**config.mk**
```make
export PLATFORM = sky130hd
export DESIGN_NAME = las_cell
export DESIGN_NICKNAME = d
export VERILOG_FILES = /design/src/hdl/local_alignment_score_assert.svh /design/src/hdl/las_pkg.sv /design/src/hdl/las_cell.sv
export SDC_FILE = /design/constraint.sdc
export NUM_CORES = 1
export LEC_CHECK = 0
export BUFFER_PORTS_ARGS = -buffer_cell sky130_fd_sc_hd__buf_2
export CORE_MARGIN = 4
export CORE_UTILIZATION = 60
export DETAILED_ROUTE_END_ITERATION = 7
export MAX_ROUTING_LAYER = met4
export PLACE_DENSITY = 0.84
export SLEW_MARGIN = 20
export SYNTH_ARGS = -nofsm -noshare
export SYNTH_HDL_FRONTEND = slang
export SYNTH_SLANG_ARGS = --single-unit
export TNS_END_PERCENT = 5
```
**constraint.sdc**
```tcl
create_clock -name clk -period 29.3 [get_ports clk]
set_input_delay 1.465 -clock clk [delete_from_list [all_inputs] [get_ports clk]]
set_output_delay 1.465 -clock clk [all_outputs]
set_load 0.01 [all_outputs]
```
**src/hdl/local_alignment_score_assert.svh**
```systemverilog
// Assertion helpers used by the top-level RTL module.
`ifndef LOCAL_ALIGNMENT_SCORE_ASSERT_SVH
`define LOCAL_ALIGNMENT_SCORE_ASSERT_SVH

// The antecedent holds, so the consequent holds in the same cycle.
`define LAS_ASSERT_IMP(label, clk, rst, a, b) \
  label: assert property (@(posedge clk) disable iff (rst) (a) |-> (b)) \
    else $error("assertion failed: same-cycle implication");

// The antecedent holds, so the consequent holds in the next cycle.
`define LAS_ASSERT_NXT(label, clk, rst, a, b) \
  label: assert property (@(posedge clk) disable iff (rst) (a) |=> (b)) \
    else $error("assertion failed: next-cycle implication");

// The expression holds at every clock edge outside reset.
`define LAS_ASSERT_ALW(label, clk, rst, a) \
  label: assert property (@(posedge clk) disable iff (rst) (a)) \
    else $error("assertion failed: invariant");

`endif

```
**src/hdl/las_pkg.sv**
```systemverilog
package las_pkg;

  typedef logic [11:0] h_t;
  typedef logic signed [12:0] sc_t;
  typedef logic signed [13:0] wide_t;

  localparam wide_t H_CLAMP = 14'sd4092;
  localparam sc_t OUT_SAT = 13'sd1023;
  localparam sc_t BEST_NONE = -13'sd1;

  localparam logic [1:0] REG_MATCH = 2'd0;
  localparam logic [1:0] REG_MISMATCH = 2'd1;
  localparam logic [1:0] REG_GAP = 2'd2;

  typedef struct packed {
    logic [3:0] match_score;
    logic signed [4:0] mismatch_score;
    logic [3:0] gap_penalty;
  } cfg_t;

  typedef struct packed {
    logic active;
    logic load;
    logic clear;
  } cell_ctl_t;

  typedef struct packed {
    logic tok;
    logic [7:0] base;
    h_t up_h;
    sc_t up_ix;
    h_t diag;
    sc_t best;
  } chain_t;

  typedef enum logic [1:0] {
    ST_IDLE,
    ST_RUN,
    ST_FINISH
  } state_t;

  function automatic wide_t smax(input wide_t a, input wide_t b);
    return (a > b) ? a : b;
  endfunction

endpackage

```
**src/hdl/las_cell.sv**
```systemverilog
module las_cell (
  input  logic                 clk,
  input  logic                 rst,
  input  las_pkg::cfg_t        cfg,
  input  las_pkg::cell_ctl_t   ctl,
  input  logic [7:0]           load_base,
  input  las_pkg::chain_t      prev,
  output las_pkg::chain_t      next
);

  logic [7:0] qbase;
  las_pkg::h_t h;
  las_pkg::sc_t iy;
  las_pkg::chain_t out_reg;

  las_pkg::wide_t up_h_w;
  las_pkg::wide_t up_ix_w;
  las_pkg::wide_t h_w;
  las_pkg::wide_t iy_w;
  las_pkg::wide_t gap_w;
  las_pkg::wide_t sc_w;
  las_pkg::wide_t ix_new;
  las_pkg::wide_t iy_new;
  las_pkg::wide_t d_new;
  las_pkg::wide_t h_new;
  las_pkg::wide_t best_w;

  always_comb begin
    up_h_w = $signed({2'b00, prev.up_h});
    up_ix_w = $signed({prev.up_ix[12], prev.up_ix});
    h_w = $signed({2'b00, h});
    iy_w = $signed({iy[12], iy});
    gap_w = $signed({10'd0, cfg.gap_penalty});
    if (qbase == prev.base) begin
      sc_w = $signed({10'd0, cfg.match_score});
    end else begin
      sc_w = $signed({{9{cfg.mismatch_score[4]}}, cfg.mismatch_score});
    end
    ix_new = las_pkg::smax(up_h_w, up_ix_w) - gap_w;
    iy_new = las_pkg::smax(h_w, iy_w) - gap_w;
    d_new = $signed({2'b00, prev.diag}) + sc_w;
    h_new = las_pkg::smax(las_pkg::smax(d_new, ix_new), las_pkg::smax(iy_new, 14'sd0));
    if (h_new > las_pkg::H_CLAMP) begin
      h_new = las_pkg::H_CLAMP;
    end
    best_w = $signed({prev.best[12], prev.best});
  end

  always_ff @(posedge clk) begin
    if (ctl.load) begin
      qbase <= load_base;
    end
  end

  always_ff @(posedge clk) begin
    if (rst || ctl.clear) begin
      h <= '0;
      iy <= '0;
    end else if (prev.tok && ctl.active) begin
      h <= h_new[11:0];
      iy <= iy_new[12:0];
    end
  end

  always_ff @(posedge clk) begin
    if (rst) begin
      out_reg.tok <= 1'b0;
    end else begin
      out_reg.tok <= prev.tok;
    end
    if (prev.tok) begin
      out_reg.base <= prev.base;
      if (ctl.active) begin
        out_reg.up_h <= h_new[11:0];
        out_reg.up_ix <= ix_new[12:0];
        out_reg.diag <= h;
        out_reg.best <= (h_new > best_w) ? h_new[12:0] : prev.best;
      end else begin
        out_reg.up_h <= prev.up_h;
        out_reg.up_ix <= prev.up_ix;
        out_reg.diag <= prev.diag;
        out_reg.best <= prev.best;
      end
    end
  end

  assign next = out_reg;

endmodule
```
==> results of run 1 <==
[tightest hold or removal path, cell delays in order (launching register included)]
cell,delay [ps]
dfxtp_1,320
nand2_1,60
a21oi_1,50
[cell type report]
cell class	instances	area (µm²)
multi-input cells	808	5850
flip-flops and latches	92	2500
fillers	1218	4520
repair buffers	148	753
clock inverters	7	78.8
well taps	184	230
clock buffers	9	225
inverters	85	319
[per-layer routing]
metal / share of wire, % / up-vias
met5: 0 / -
met4: 2.3 / 0
met3: 6.9 / 53
met2: 48 / 399
met1: 42 / 4060
li1: - / 4010
[per-stage QoR]
step | setup slack [ps] | instances
floorplan | 17950 | 1021
global placement | 16510 | 1317
detailed placement | 16320 | 1317
CTS | 16660 | 1333
global route | 15480 | 1333
finish | 16390 | 1333
[how the worst max path moves through the flow]
stage	cells past startpoint	slack, ps	end	startpoint
floorplan	53	17950	next[10]	prev[35]
global placement	51	16510	next[11]	prev[35]
detailed placement	48	16320	next[3]	prev[36]
CTS	48	16660	next[3]	prev[36]
global route	48	15480	next[3]	prev[36]
finish	50	16390	next[3]	prev[36]
[cells by family (layout without fill, tap and decap cells)]
group	Yosys count	count (layout)	synth area share, %
mux	54	54	6.60
buf+inv	121	249	5.47
fa+ha+maj	87	87	12.6
other cells	1	2	0.0425
xor+xnor	47	47	4.66
compound gates	280	280	22.9
simple gates	338	338	19.4
flops	92	92	28.3
[registers in the layout, summed over array words and instances, names as in the netlist]
name	flops
iy	13
next	59
h	12
qbase	8
[cell usage in the layout, fill, tap and decap left out, drive strengths merged, types with 4 or more instances in the layout]
cell,instances
a221oi,5
xor2,18
nor2,82
buf,148
o221ai,8
o211ai,10
a21oi,65
and2,20
o21ai,69
a211oi,28
or3,14
nand2,99
mux2,28
nor2b,13
edfxtp,66
xnor2,29
ha,83
a21o,12
or4,7
nor4,12
dfxtp,26
clkinv,4
nand2b,9
clkbuf,9
mux2i,26
nand3,17
o21a,13
o211a,7
a31oi,9
o311ai,5
nand4,14
and3,6
a211o,7
or2,9
nor3,22
inv,88
o22ai,5
[where the power goes]
group          switching, mW  internal (mW)  total, mW
Combinational          0.258          0.162      0.419
Clock                 0.0583         0.0608      0.119
Sequential           0.00806          0.161      0.169
Total                  0.324          0.383      0.707
==> results.json, run 1 <==
{
  "initialDrtViolationCount": 898,
  "gr-usage-met3_pct": 4.08,
  "viasPerCell": 6.39,
  "rsz0062_at_grt": "no",
  "slew_violations": 0,
  "via_count": 8522,
  "cts_sinks": 92,
  "postCtsSetupBuffers": 0,
  "status": "finished, final reports clean",
  "synth.top_cell.area_share_pct": 22.4,
  "crit_buf_inv": 6,
  "start_util_pct": 61.0,
  "synth_top_area_cell": "edfxtp_1",
  "antenna_found_initial": 0,
  "crit_slowest_cell": "a21oi_2",
  "final_nets": 1315,
  "fmax_mhz": 77.5,
  "min_to": "iy[2]",
  "critPathMaxStageDelay_ps": 670,
  "hold_class": "reg2reg",
  "drc": 0,
  "hold_depth": 2,
  "worst_pin_slew_ps": 1000,
  "skew_ps": 7.59,
  "syn2layout_area_growth_pct": 12.8,
  "reg2reg_slack_ps": 18060,
  "use_met2_pct": 53.7,
  "grt_max_degree": 63,
  "ys_types": 99,
  "grtUsageMet1_pct": 43.5,
  "irDropWorstVdd_mv": 0.0471,
  "postLayoutCoreUtil_pct": 68.8,
  "insertion_delay_ps": 350,
  "cp_data_arrival_time_ps": 13010,
  "timing.rr.start": "qbase[4]",
  "grt_pass1_vias": 7881,
  "syn_area_per_cell_um2": 8.66,
  "reg2reg_to": "next[3]",
  "period_needed_ps": 12910,
  "hold_path.startpoint": "iy[2]",
  "power_density_mw_per_mm2": 71.0,
  "drt_wl_total_um": 27300,
  "place_area_mm2": 0.00965,
  "cts_resized": 0,
  "synth_ff_type": "edfxtp_1",
  "clockRootBuffer": "clkbuf_16",
  "antenna_left": 0,
  "cp_top_family": "compound AO/OA/AOI/OAI gates",
  "cpMostUsedCell": "ha_1",
  "ctsLongestPathBuffers": 2,
  "p_leak_nw": 4.32,
  "ys_seq_area_share_pct": 28.3,
  "wl_per_cell_um": 20.5,
  "die_area_mm2": 0.0167,
  "end_kind": "flop",
  "path_max_fanout": 20,
  "cts_tree": "done",
  "dr.pass1.iters": 6,
  "synthTopCellsByArea": "edfxtp_1, ha_1, dfxtp_1",
  "fin_setup_tns_ps": 0,
  "crit_required_ps": 29400,
  "r2r_cells": 44,
  "yosysMostFrequentCell": "nand2_1",
  "relSlewSlack_pct": 33.1,
  "busiest_layer": "met2",
  "synth-edff-count": 66,
  "place_congestion": 1.05,
  "grt_use_total_pct": 33.1,
  "rows": 44,
  "grt.overflow.total": 0,
  "max_cap_violations": 0,
  "synth_seq_cells": 92,
  "drive_gt1_share_pct": 20.9,
  "ctsHoldBuffers": 0,
  "die_y_um": 129,
  "whs_ps": 473,
  "dpl.hpwl_um": 21300,
  "yosysWarnings": 0,
  "io_buffers": 143,
  "core_mm2": 0.0145,
  "worstSetupPathType": "in2reg",
  "antennaDiodeCount": 0,
  "netlist_top_cells_count": "nand2_1, inv_1, ha_1, nor2_1, edfxtp_1",
  "async_flop_share_pct": 0,
  "syn_inst": 1020,
  "fin_area_mm2": 0.00996,
  "num_io_pins": 144,
  "clk_pin_slew_worst_paths_ps": 80,
  "grt_pass1_wl_um": 42100,
  "synth_area_mm2": 0.00883,
  "setup_viol": 0,
  "die_w_um": 129,
  "period_share_pct": 44.1,
  "numCtsBuffers": 9,
  "cp-start-kind": "primary input",
  "hold_violations": 0,
  "finalPower_mw": 0.707,
  "htree_num_levels": 3
}
Note: power is estimated with default switching activity, not from simulation.
==> inputs of run 2 (changes only) <==
--- a/config.mk
+++ b/config.mk
@@ -7,10 +7,10 @@
 export LEC_CHECK = 0
 export BUFFER_PORTS_ARGS = -buffer_cell sky130_fd_sc_hd__buf_2
 export CORE_MARGIN = 4
-export CORE_UTILIZATION = 60
+export CORE_UTILIZATION = 53
 export DETAILED_ROUTE_END_ITERATION = 7
 export MAX_ROUTING_LAYER = met4
-export PLACE_DENSITY = 0.84
+export PLACE_DENSITY = 0.79
 export SLEW_MARGIN = 20
 export SYNTH_ARGS = -nofsm -noshare
 export SYNTH_HDL_FRONTEND = slang
==> constraint.sdc (replaced) <==
create_clock -name clk -period 10.9 [get_ports clk]
set_input_delay 0.545 -clock clk [delete_from_list [all_inputs] [get_ports clk]]
set_output_delay 0.545 -clock clk [all_outputs]
set_load 0.01 [all_outputs]
==> run 2 against run 1 <==
Sequential power increased to 2.7 times the previous value. Final area rose by 3.6%. Critical endpoint is now next[1]. Non-clock buffer count rose by 35. Combinational power rose to 2.9 times the previous value.
==> results.json, run 2 (synthesis gave the netlist of run 1 again) <==
{
  "status": "finished, final reports clean",
  "grt_use_total_pct": 30.5,
  "grt.overflow.total": 0,
  "ctsHoldBuffers": 0,
  "whs_ps": 360,
  "via_count": 8510,
  "postLayoutCoreUtil_pct": 64.0,
  "critPathMaxStageDelay_ps": 610,
  "insertion_delay_ps": 360,
  "ctsLongestPathBuffers": 2,
  "syn2layout_area_growth_pct": 16.8,
  "hold_depth": 1,
  "skew_ps": 6.73,
  "layout_common_cells": "buf_2, nand2_1, inv_1",
  "clk_pin_slew_worst_paths_ps": 70,
  "numCtsBuffers": 9,
  "crit_required_ps": 11010,
  "cts_sinks": 92,
  "cts_tree": "done",
  "slew_violations": 0,
  "dr.pass1.iters": 6,
  "crit_slowest_cell": "or4_4",
  "initialDrtViolationCount": 889,
  "cp-start-kind": "primary input",
  "min_to": "qbase[6]",
  "fmax_mhz": 95.6,
  "largest_reg_flops": 59,
  "antennaDiodeCount": 0,
  "grtUsageMet1_pct": 39.1,
  "gr-usage-met3_pct": 5.29,
  "hold_violations": 0,
  "drc": 0,
  "final_nets": 1350,
  "relSlewSlack_pct": 44.5,
  "grt_pass1_wl_um": 42900,
  "antenna_left": 0,
  "num_io_pins": 144,
  "drive_gt1_share_pct": 23.8,
  "core_mm2": 0.0161,
  "r2r_cells": 45,
  "rows": 46,
  "hold_class": "in2reg",
  "die_area_mm2": 0.0188,
  "htree_num_levels": 3,
  "reg2reg_to": "next[1]",
  "clockRootBuffer": "clkbuf_16",
  "max_cap_violations": 0,
  "hold_path.startpoint": "load_base[6]",
  "cp_data_arrival_time_ps": 10560,
  "viasPerCell": 6.08,
  "place_area_mm2": 0.00993,
  "use_met2_pct": 48.6,
  "fin_area_mm2": 0.0103,
  "layout_commonest_cell": "buf_2",
  "die_w_um": 137,
  "end_kind": "flop",
  "drt_wl_total_um": 28100,
  "wl_per_cell_um": 20.1,
  "setup_viol": 0,
  "busiest_layer": "met2",
  "path_max_fanout": 13,
  "worst_pin_slew_ps": 833,
  "grt_pass1_vias": 7986,
  "p_leak_nw": 4.50,
  "start_util_pct": 54.8,
  "irDropWorstVdd_mv": 0.111,
  "reg2reg_slack_ps": 760,
  "timing.rr.start": "qbase[4]",
  "worstSetupPathType": "in2reg",
  "place_congestion": 1.06,
  "power_density_mw_per_mm2": 193,
  "antenna_found_initial": 0,
  "period_share_pct": 96.0,
  "die_y_um": 137,
  "dpl.hpwl_um": 22200,
  "period_needed_ps": 10460,
  "fin_setup_tns_ps": 0,
  "io_buffers": 143,
  "grt_max_degree": 63
}
run 2: layout make-up:
cell class                 count  area, µm²
multi-input combinational    808       5900
fill                        1418       5800
sequential                    92       2500
timing repair buffer         183       1020
inverter                      85        319
tap                          216        270
clock buffer                   9        225
clock inverter                 7       76.3
run 2: how the worst max path moves through the flow:
stage,startpoint,to
5_1_grt,prev[35],next[1]
4_1_cts,prev[35],next[0]
2_1_floorplan,prev[35],next[10]
3_5_place_dp,prev[35],next[0]
6_report,prev[35],next[1]
3_3_place_gp,prev[31],next[10]
run 2: worst max-delay path, delay by kind of cell:
kind | cells | cell delay, ps
AOI/OAI and AO/OA | 22 | 4440
and+or+nand+nor | 11 | 2240
adders and majority gates | 6 | 1840
muxes | 3 | 860
buffers and inverters | 6 | 660
run 2: through the flow:
step | std cells | total power [mW] | setup WS [ps]
after floorplan | 1021 | 1.25 | 465
final | 1400 | 1.99 | 441
after detailed placement | 1381 | 1.65 | 4.99
after CTS | 1397 | 1.98 | 336
after global routing | 1400 | 2.14 | -32.4
after global placement | 1381 | 1.65 | -1.20
run 2: where the power goes:
part / internal (mW) / total [mW] / switching [mW]
combinational: 0.514 / 1.22 / 0.708
clock: 0.163 / 0.317 / 0.154
sequential: 0.432 / 0.452 / 0.0202
total: 1.11 / 1.99 / 0.882
run 2: timing repair:
item,CTS,global route
setup buffers,0,3
gates resized for setup,0,12
setup endpoints to repair,0,13
hold endpoints to repair,0,0
run 2: layer usage:
metal  part of all wire [%]  vias to the layer above
li1                       -                     4085
met3                    8.0                       67
met2                     48                      388
met5                      0                        -
met1                     41                     3970
met4                    3.0                        0
==> inputs of run 3 (changes only) <==
--- a/config.mk
+++ b/config.mk
@@ -7,10 +7,11 @@
 export LEC_CHECK = 0
 export BUFFER_PORTS_ARGS = -buffer_cell sky130_fd_sc_hd__buf_2
 export CORE_MARGIN = 4
-export CORE_UTILIZATION = 53
+export CORE_UTILIZATION = 60
+export CTS_BUF_LIST = sky130_fd_sc_hd__clkbuf_4
 export DETAILED_ROUTE_END_ITERATION = 7
 export MAX_ROUTING_LAYER = met4
-export PLACE_DENSITY = 0.79
+export PLACE_DENSITY = 0.84
 export SLEW_MARGIN = 20
 export SYNTH_ARGS = -nofsm -noshare
 export SYNTH_HDL_FRONTEND = slang
==> constraint.sdc (replaced) <==
create_clock -name clk -period 12.6 [get_ports clk]
set_input_delay 0.63 -clock clk [delete_from_list [all_inputs] [get_ports clk]]
set_output_delay 0.63 -clock clk [all_outputs]
set_load 0.01 [all_outputs]
==> run 3 against run 2 <==
Clock power shrank 46%. Non-clock buffer count shrank 29. Critical endpoint is now next[3]. Sequential power shrank 13%. Critical path type unchanged. Global-route usage grew 3.2 points. Final cell count shrank 4.3%.
==> results.json, run 3 (synthesis gave the netlist of run 1 again) <==
{
  "status": "finished, final reports clean",
  "hold_class": "in2reg",
  "p_leak_nw": 4.28,
  "viasPerCell": 6.40,
  "post-place-ws_ps": 759,
  "clockRootBuffer": "clkbuf_4",
  "critPathMaxStageDelay_ps": 620,
  "place_area_mm2": 0.00970,
  "hold_violations": 0,
  "irDropWorstVdd_mv": 0.0757,
  "cp_data_arrival_time_ps": 11810,
  "nFillCells": 1218,
  "htree_num_levels": 3,
  "postCtsSetupBuffers": 0,
  "wl_met3_um": 2320,
  "grt_max_degree": 63,
  "ctsHoldBuffers": 0,
  "antenna_left": 0,
  "worst_slack_ps": 1050,
  "period_share_pct": 91.7,
  "grt_pass1_wl_um": 42800,
  "routed.top_layer": "met4",
  "cts_tree": "done",
  "worst_pin_slew_ps": 970,
  "fmax_mhz": 86.6,
  "end_kind": "flop",
  "place_congestion": 1.02,
  "num_io_pins": 144,
  "worstSetupPathType": "in2reg",
  "path_max_fanout": 19,
  "whs_ps": 283,
  "fin_setup_tns_ps": 0,
  "cp-start-kind": "primary input",
  "io_buffers": 143,
  "postLayoutCoreUtil_pct": 67.9,
  "die_w_um": 129,
  "grt_pass1_vias": 8014,
  "crit_required_ps": 12870,
  "skew_ps": 39.7,
  "final_nets": 1321,
  "numCtsBuffers": 9,
  "layout_commonest_cell": "buf_2",
  "cpMostUsedCell": "ha_1",
  "cts_resized": 0,
  "period_needed_ps": 11550,
  "rsz0062_at_grt": "no",
  "insertion_delay_ps": 520,
  "clk_pin_slew_worst_paths_ps": 170,
  "via_count": 8580,
  "drt_wl_total_um": 27400,
  "grt_use_total_pct": 33.6,
  "ctsLongestPathBuffers": 2,
  "crit_slowest_cell": "a211oi_1",
  "die_y_um": 129,
  "relSlewSlack_pct": 35.3,
  "wl_met2_um": 12800,
  "wl_per_cell_um": 20.5,
  "max_cap_violations": 0,
  "initialDrtViolationCount": 943,
  "core_mm2": 0.0145,
  "drive_gt1_share_pct": 21.3,
  "syn2layout_area_growth_pct": 11.4,
  "largest_reg_flops": 59,
  "slew_violations": 0,
  "cts_sinks": 92,
  "drc": 0,
  "rows": 44,
  "grt.overflow.total": 0,
  "start_util_pct": 61.0,
  "antenna_found_initial": 0,
  "dr.pass1.iters": 6,
  "die_area_mm2": 0.0167,
  "dpl.hpwl_um": 21400,
  "setup_viol": 0,
  "power_density_mw_per_mm2": 156,
  "fin_area_mm2": 0.00983,
  "layout_common_cells": "buf_2, nand2_1, inv_1",
  "drt-met1-wl_um": 11300
}
## run 3: changes by cell type in the layout (fill, tap and decap cells not counted), sizes merged
cell / previous run / this run
inv: 87 / 90
diode: 0 / 1
clkinv: 5 / 2
buf: 183 / 154
## run 3: final cells by class
| class | instances | area [µm²] | share of cell area [%] |
|---|---|---|---|
| antenna | 1 | 2.50 | 0.0255 |
| clock buffer | 9 | 67.6 | 0.687 |
| clock inverter | 7 | 62.6 | 0.636 |
| inverter | 85 | 319 | 3.25 |
| multi-input combinational | 808 | 5850 | 59.5 |
| sequential | 92 | 2500 | 25.5 |
| tap | 184 | 230 | 2.34 |
| timing repair buffer | 154 | 798 | 8.12 |
## run 3: worst max-delay path: cells and delay by family
family	cells	cell delay, ps
AOI/OAI and AO/OA	23	5290
adders and majority gates	5	1600
and+or+nand+nor	17	3280
buffers and inverters	6	790
xor gates and xnor gates	1	200
## run 3: metrics by stage
stage	total power, mW	std cells
after floorplan	1.08	1021
after global placement	1.34	1323
after detailed placement	1.35	1323
after CTS	1.51	1339
after global routing	1.64	1339
final	1.53	1340
## run 3: report_power, final
part	switching, mW	internal [mW]
registers	0.0190	0.374
logic	0.589	0.378
clock network	0.125	0.0460
## run 3: worst paths after layout
| kind | depth (start not counted) | end | from | slack [ps] |
|---|---|---|---|---|
| setup reg to reg | 44 | next[3] | qbase[4] | 1620 |
| hold reg to reg | 2 | iy[2] | iy[2] | 490 |
| hold / removal | 2 | next[58] | rst | 280 |
| setup / recovery | 52 | next[3] | prev[36] | 1050 |
## run 3: layer usage
layer,up-vias,GRT usage (%)
met5,-,-
li1,4040,-
met3,89,5.28
met4,0,12.0
met2,453,53.2
met1,3998,43.9
